## config.mk

```make
export PLATFORM = sky130hd
export DESIGN_NAME = tcfc_div
export DESIGN_NICKNAME = d
export VERILOG_FILES = /design/src/tcfc_div.sv
export SDC_FILE = /design/constraint.sdc
export NUM_CORES = 2
export LEC_CHECK = 0
export BUFFER_PORTS_ARGS = -buffer_cell sky130_fd_sc_hd__buf_2
export CAP_MARGIN = 20
export CORE_ASPECT_RATIO = 2
export CORE_MARGIN = 4
export CORE_UTILIZATION = 55
export DETAILED_ROUTE_END_ITERATION = 8
export GPL_TIMING_DRIVEN = 0
export PLACE_DENSITY = 0.82
export SLEW_MARGIN = 10
export SYNTH_ARGS = -nofsm -noshare
export SYNTH_HDL_FRONTEND = slang
export SYNTH_SLANG_ARGS = --single-unit
```

## constraint.sdc

```tcl
create_clock -name clk_i -period 5.6 [get_ports clk_i]
set_input_delay 1.12 -clock clk_i [delete_from_list [all_inputs] [get_ports clk_i]]
set_output_delay 1.12 -clock clk_i [all_outputs]
set_load 0.02 [all_outputs]
```

## src/tcfc_div.sv

```systemverilog
// pipelined restoring divider, one quotient bit per register stage
// standalone; instantiated several times by timecode_frame_count_converter_unit
module tcfc_div #(
  parameter int unsigned NUM_W = 36,
  parameter int unsigned DEN_W = 6,
  parameter int unsigned PAY_W = 8
) (
  input  logic             clk_i,
  input  logic             rst_ni,
  input  logic             en_i,
  input  logic             valid_i,
  input  logic [NUM_W-1:0] num_i,
  input  logic [DEN_W-1:0] den_i,
  input  logic [PAY_W-1:0] pay_i,
  output logic             valid_o,
  output logic [NUM_W-1:0] quot_o,
  output logic [DEN_W-1:0] rem_o,
  output logic [PAY_W-1:0] pay_o
);

  logic             vld_q [NUM_W];
  logic [NUM_W-1:0] acc_q [NUM_W];
  logic [DEN_W-1:0] rem_q [NUM_W];
  logic [DEN_W-1:0] den_q [NUM_W];
  logic [PAY_W-1:0] pay_q [NUM_W];

  for (genvar s = 0; s < NUM_W; s++) begin : g_stage
    logic             v_in;
    logic [NUM_W-1:0] a_in;
    logic [DEN_W-1:0] r_in;
    logic [DEN_W-1:0] d_in;
    logic [PAY_W-1:0] p_in;
    logic [DEN_W:0]   trial;
    logic             ge;

    if (s == 0) begin : g_first
      assign v_in = valid_i;
      assign a_in = num_i;
      assign r_in = '0;
      assign d_in = den_i;
      assign p_in = pay_i;
    end else begin : g_next
      assign v_in = vld_q[s-1];
      assign a_in = acc_q[s-1];
      assign r_in = rem_q[s-1];
      assign d_in = den_q[s-1];
      assign p_in = pay_q[s-1];
    end

    // shift in the next numerator bit and try a subtract
    assign trial = {r_in, a_in[NUM_W-1]};
    assign ge    = (trial >= {1'b0, d_in});

    always_ff @(posedge clk_i or negedge rst_ni) begin
      if (!rst_ni) begin
        vld_q[s] <= 1'b0;
      end else if (en_i) begin
        vld_q[s] <= v_in;
      end
    end

    always_ff @(posedge clk_i) begin
      if (en_i) begin
        acc_q[s] <= {a_in[NUM_W-2:0], ge};
        rem_q[s] <= ge ? DEN_W'(trial - {1'b0, d_in}) : DEN_W'(trial);
        den_q[s] <= d_in;
        pay_q[s] <= p_in;
      end
    end
  end

  assign valid_o = vld_q[NUM_W-1];
  assign quot_o  = acc_q[NUM_W-1];
  assign rem_o   = rem_q[NUM_W-1];
  assign pay_o   = pay_q[NUM_W-1];

endmodule

```

==> impl_metrics.py <==
metrics = {
    "global_route": {
        "grt.overflow.total": 0,
        "antenna_found_initial": 1,
        "track_usage_pct": 13.6,
        "grt_max_degree": 172,
        "grt_pass1_wl_um": 161000,
        "grt_pass1_vias": 33058,
    },
    "sta": {
        "slew_headroom_pct": 39.0,
        "finalClockSkew_ns": 0.0240,
        "fmax_mhz": 291,
        "layout_min_cycle_time_ns": 3.43,
        "hold_viol": 0,
        "setup-violations-final": 0,
        "finalMaxSlewViolations": 0,
        "rsz0062_at_grt": "no",
        "whs_ns": 0.404,
        "setup_total_negative_slack_ns": 0,
        "post-route-period-util_pct": 61.3,
        "worst-slew-pin-transition_ns": 0.915,
    },
    "die": {
        "rows": 192,
        "die_area_um2": 144000,
        "die_w_um": 270,
        "start_util_pct": 55.3,
        "die_h_um": 532,
        "ioPinCount": 105,
        "core_area_um2": 137000,
    },
    "clock_tree": {
        "clk_latency_ns": 0.78,
        "postCtsSetupRepairBufs": 0,
        "cts_made_buffers": 166,
        "cts_sinks": 2046,
        "htree_num_levels": 4,
        "ctsResizeCount": 0,
        "postCtsHoldBufs": 0,
        "ctsLongestPathBuffers": 3,
        "root_buffer": "clkbuf_16",
        "clkTransAtPathRegs_ns": 0.07,
        "cts_tree": "done",
    },
    "final_layout": {
        "final_common_cell": "edfxtp_1",
        "utilization_pct": 61.6,
        "most-common-layout-cells": "2010 x edfxtp_1, 353 x inv_1, 247 x ha_1, 173 x mux2_2, 168 x clkbuf_16",
        "drive_gt1_share_pct": 18.2,
        "final_nets": 4376,
        "area_growth_pct": 11.5,
    },
    "min_path": {
        "whs_path_depth": 0,
        "hp-class": "register to register",
        "holdPathEnd": "pay_q[7][3]",
        "hold_start": "pay_q[6][27]",
    },
    "yosys": {
        "ys_seq_area_share_pct": 81.0,
        "yosys-top-cells-area": "edfxtp_1 80%, ha_1 4.1%, mux2_2 2.6%",
        "synth-warning-count": 0,
        "syn-instance-count": 3753,
        "synth-compound-area-share_pct": 5.30,
        "synth-async-reset-ratio_pct": 1.76,
        "synthFlopType": "edfxtp_1",
        "ys_types": 42,
        "ys_ff_latch": 2046,
        "synth_xor_area_share_pct": 0.811,
        "synth_simple_gate_area_share_pct": 2.20,
        "synth_top_family_by_area": "compound AO/OA/AOI/OAI gates",
        "synth_fa_ha_area_share_pct": 5.02,
        "syn-num-nets": 4089,
        "syn_avg_cell_area_um2": 20.1,
        "syn_area_um2": 75600,
        "synth_top_area_share_pct": 79.8,
        "synth_mux_area_share_pct": 3.49,
        "netlist.top_cell.by_area": "edfxtp_1",
        "synth_edf_count": 2010,
    },
    "critical_path": {
        "rr_endpoint": "rem_q[2][10]",
        "end_kind": "register",
        "required_ns": 5.98,
        "rrSetupSlack_ns": 2.98,
        "reg2reg_depth": 6,
        "r2r_start": "den_q[8][0]",
        "cp.arrival_ns": 3.82,
        "worstSetupStartpointType": "input port",
        "cp_max_fo": 171,
        "critPathKind": "input port to register",
    },
    "power": {
        "leakagePower_nw": 30.5,
        "intPower_mw": 28.7,
        "p_per_area_nw_per_um2": 452,
        "seqPwrFrac_pct": 51.6,
        "p_clk_share_pct": 30.8,
        "switching_share_pct": 24.6,
        "switchingPower_mw": 9.38,
        "vdd_drop_max_uv": 394,
        "pwr-share-comb_pct": 17.6,
    },
    "drt": {
        "vias_per_cell": 5.32,
        "routed_wl_um": 97700,
        "routed.top_layer": "met4",
        "drc": 0,
        "drt-met1-wl_um": 34800,
        "wl_per_cell_um": 16.5,
        "drtAntennaViolNets": 0,
        "wl_met3_um": 3470,
        "drt_iter0_markers": 2180,
        "vias": 31517,
        "route.met2.wl_um": 54900,
        "first_pass_iters": 5,
    },
    "run_status": {
        "status": "complete, no violations",
    },
    "placed_design": {
        "io_buffer_count": 104,
        "gp_congestion": 0.826,
        "hpwl_um": 58600,
    },
    "run": {
        "cap_violations": 0,
    },
}
-- kinds of logic (layout without fill, tap and decap cells) --
family,after synthesis,in the layout
compound gates,493,493
xor+xnor,70,70
fa+ha+maj,282,282
buf+inv,395,814
flops,2046,2046
mux,242,242
other cells,0,1
simple gates,225,225
-- through the flow --
stage	setup slack [ns]	area, um2	instances	power [mW]
detailed placement	1.34	78700	5618	26.7
global route	2.00	84300	5919	39.9
CTS	2.21	84200	5918	38.6
global placement	-27.70	78300	5603	27.1
floorplan	3.28	75600	3753	24.8
finish	2.17	84300	5919	38.1
-- area by class of cell --
class                   count  area [um2]
plain buffers              41         293
well taps                1746        2180
repair buffers            119         948
flip-flops and latches   2046       61300
inverters                 354        1330
clock buffers             202        4340
clock inverters            98        1180
multi-input cells        1312       12700
diodes                      1        2.50
fillers                  9147       52400
-- power groups by stage --
stage	clock network (mW)	logic (mW)	registers [mW]
4_1_cts	12.1	6.74	19.7
3_3_place_gp	0	6.31	20.8
5_1_grt	12.8	7.32	19.8
6_report	11.7	6.70	19.7
3_5_place_dp	0	6.68	20.0
2_1_floorplan	0	5.04	19.8
-- worst max-delay path, stage by stage --
cell and delay (ns):
buf_12 0.08, buf_16 0.47, buf_16 0.64, buf_16 0.47, buf_16 0.52
-- routing by layer --
layer / global-route usage, % / up-vias
met5: 0 / -
met2: 25.9 / 600
met4: 6.67 / 0
li1: - / 14931
met3: 2.81 / 327
met1: 14.2 / 15659
-- cells in the mapped netlist, drive strengths merged, types with 6 or more instances --
cell type,count
a22oi,34
o211ai,34
nand2,6
nor4b,34
mux2,173
fa,35
ha,247
o21a,36
inv,354
edfxtp,2010
a21oi,104
o31a,35
nand2b,35
nor2,74
a211o,34
xnor2,68
a21o,35
a211oi,70
nor2b,8
and2b,63
o21ai,108
mux2i,69
buf,40
dfrtp,36
-- worst max-delay path by stage --
stage,slack [ns],depth (start not counted),from,end
global placement,-27.70,1,en_i,acc_q[7][24]
global route,2.00,5,en_i,acc_q[7][27]
CTS,2.21,5,en_i,acc_q[7][27]
detailed placement,1.34,5,en_i,acc_q[7][28]
floorplan,3.28,7,num_i[35],rem_q[0][1]
finish,2.17,5,en_i,acc_q[7][28]
-- state kept, by name, indices dropped and copies added (netlist names) --
register / flops
pay_q: 288
rem_q: 216
g_stage.v_in: 35
valid_o: 1
acc_q: 1296
den_q: 210
Power figures use the tool's default switching activity.
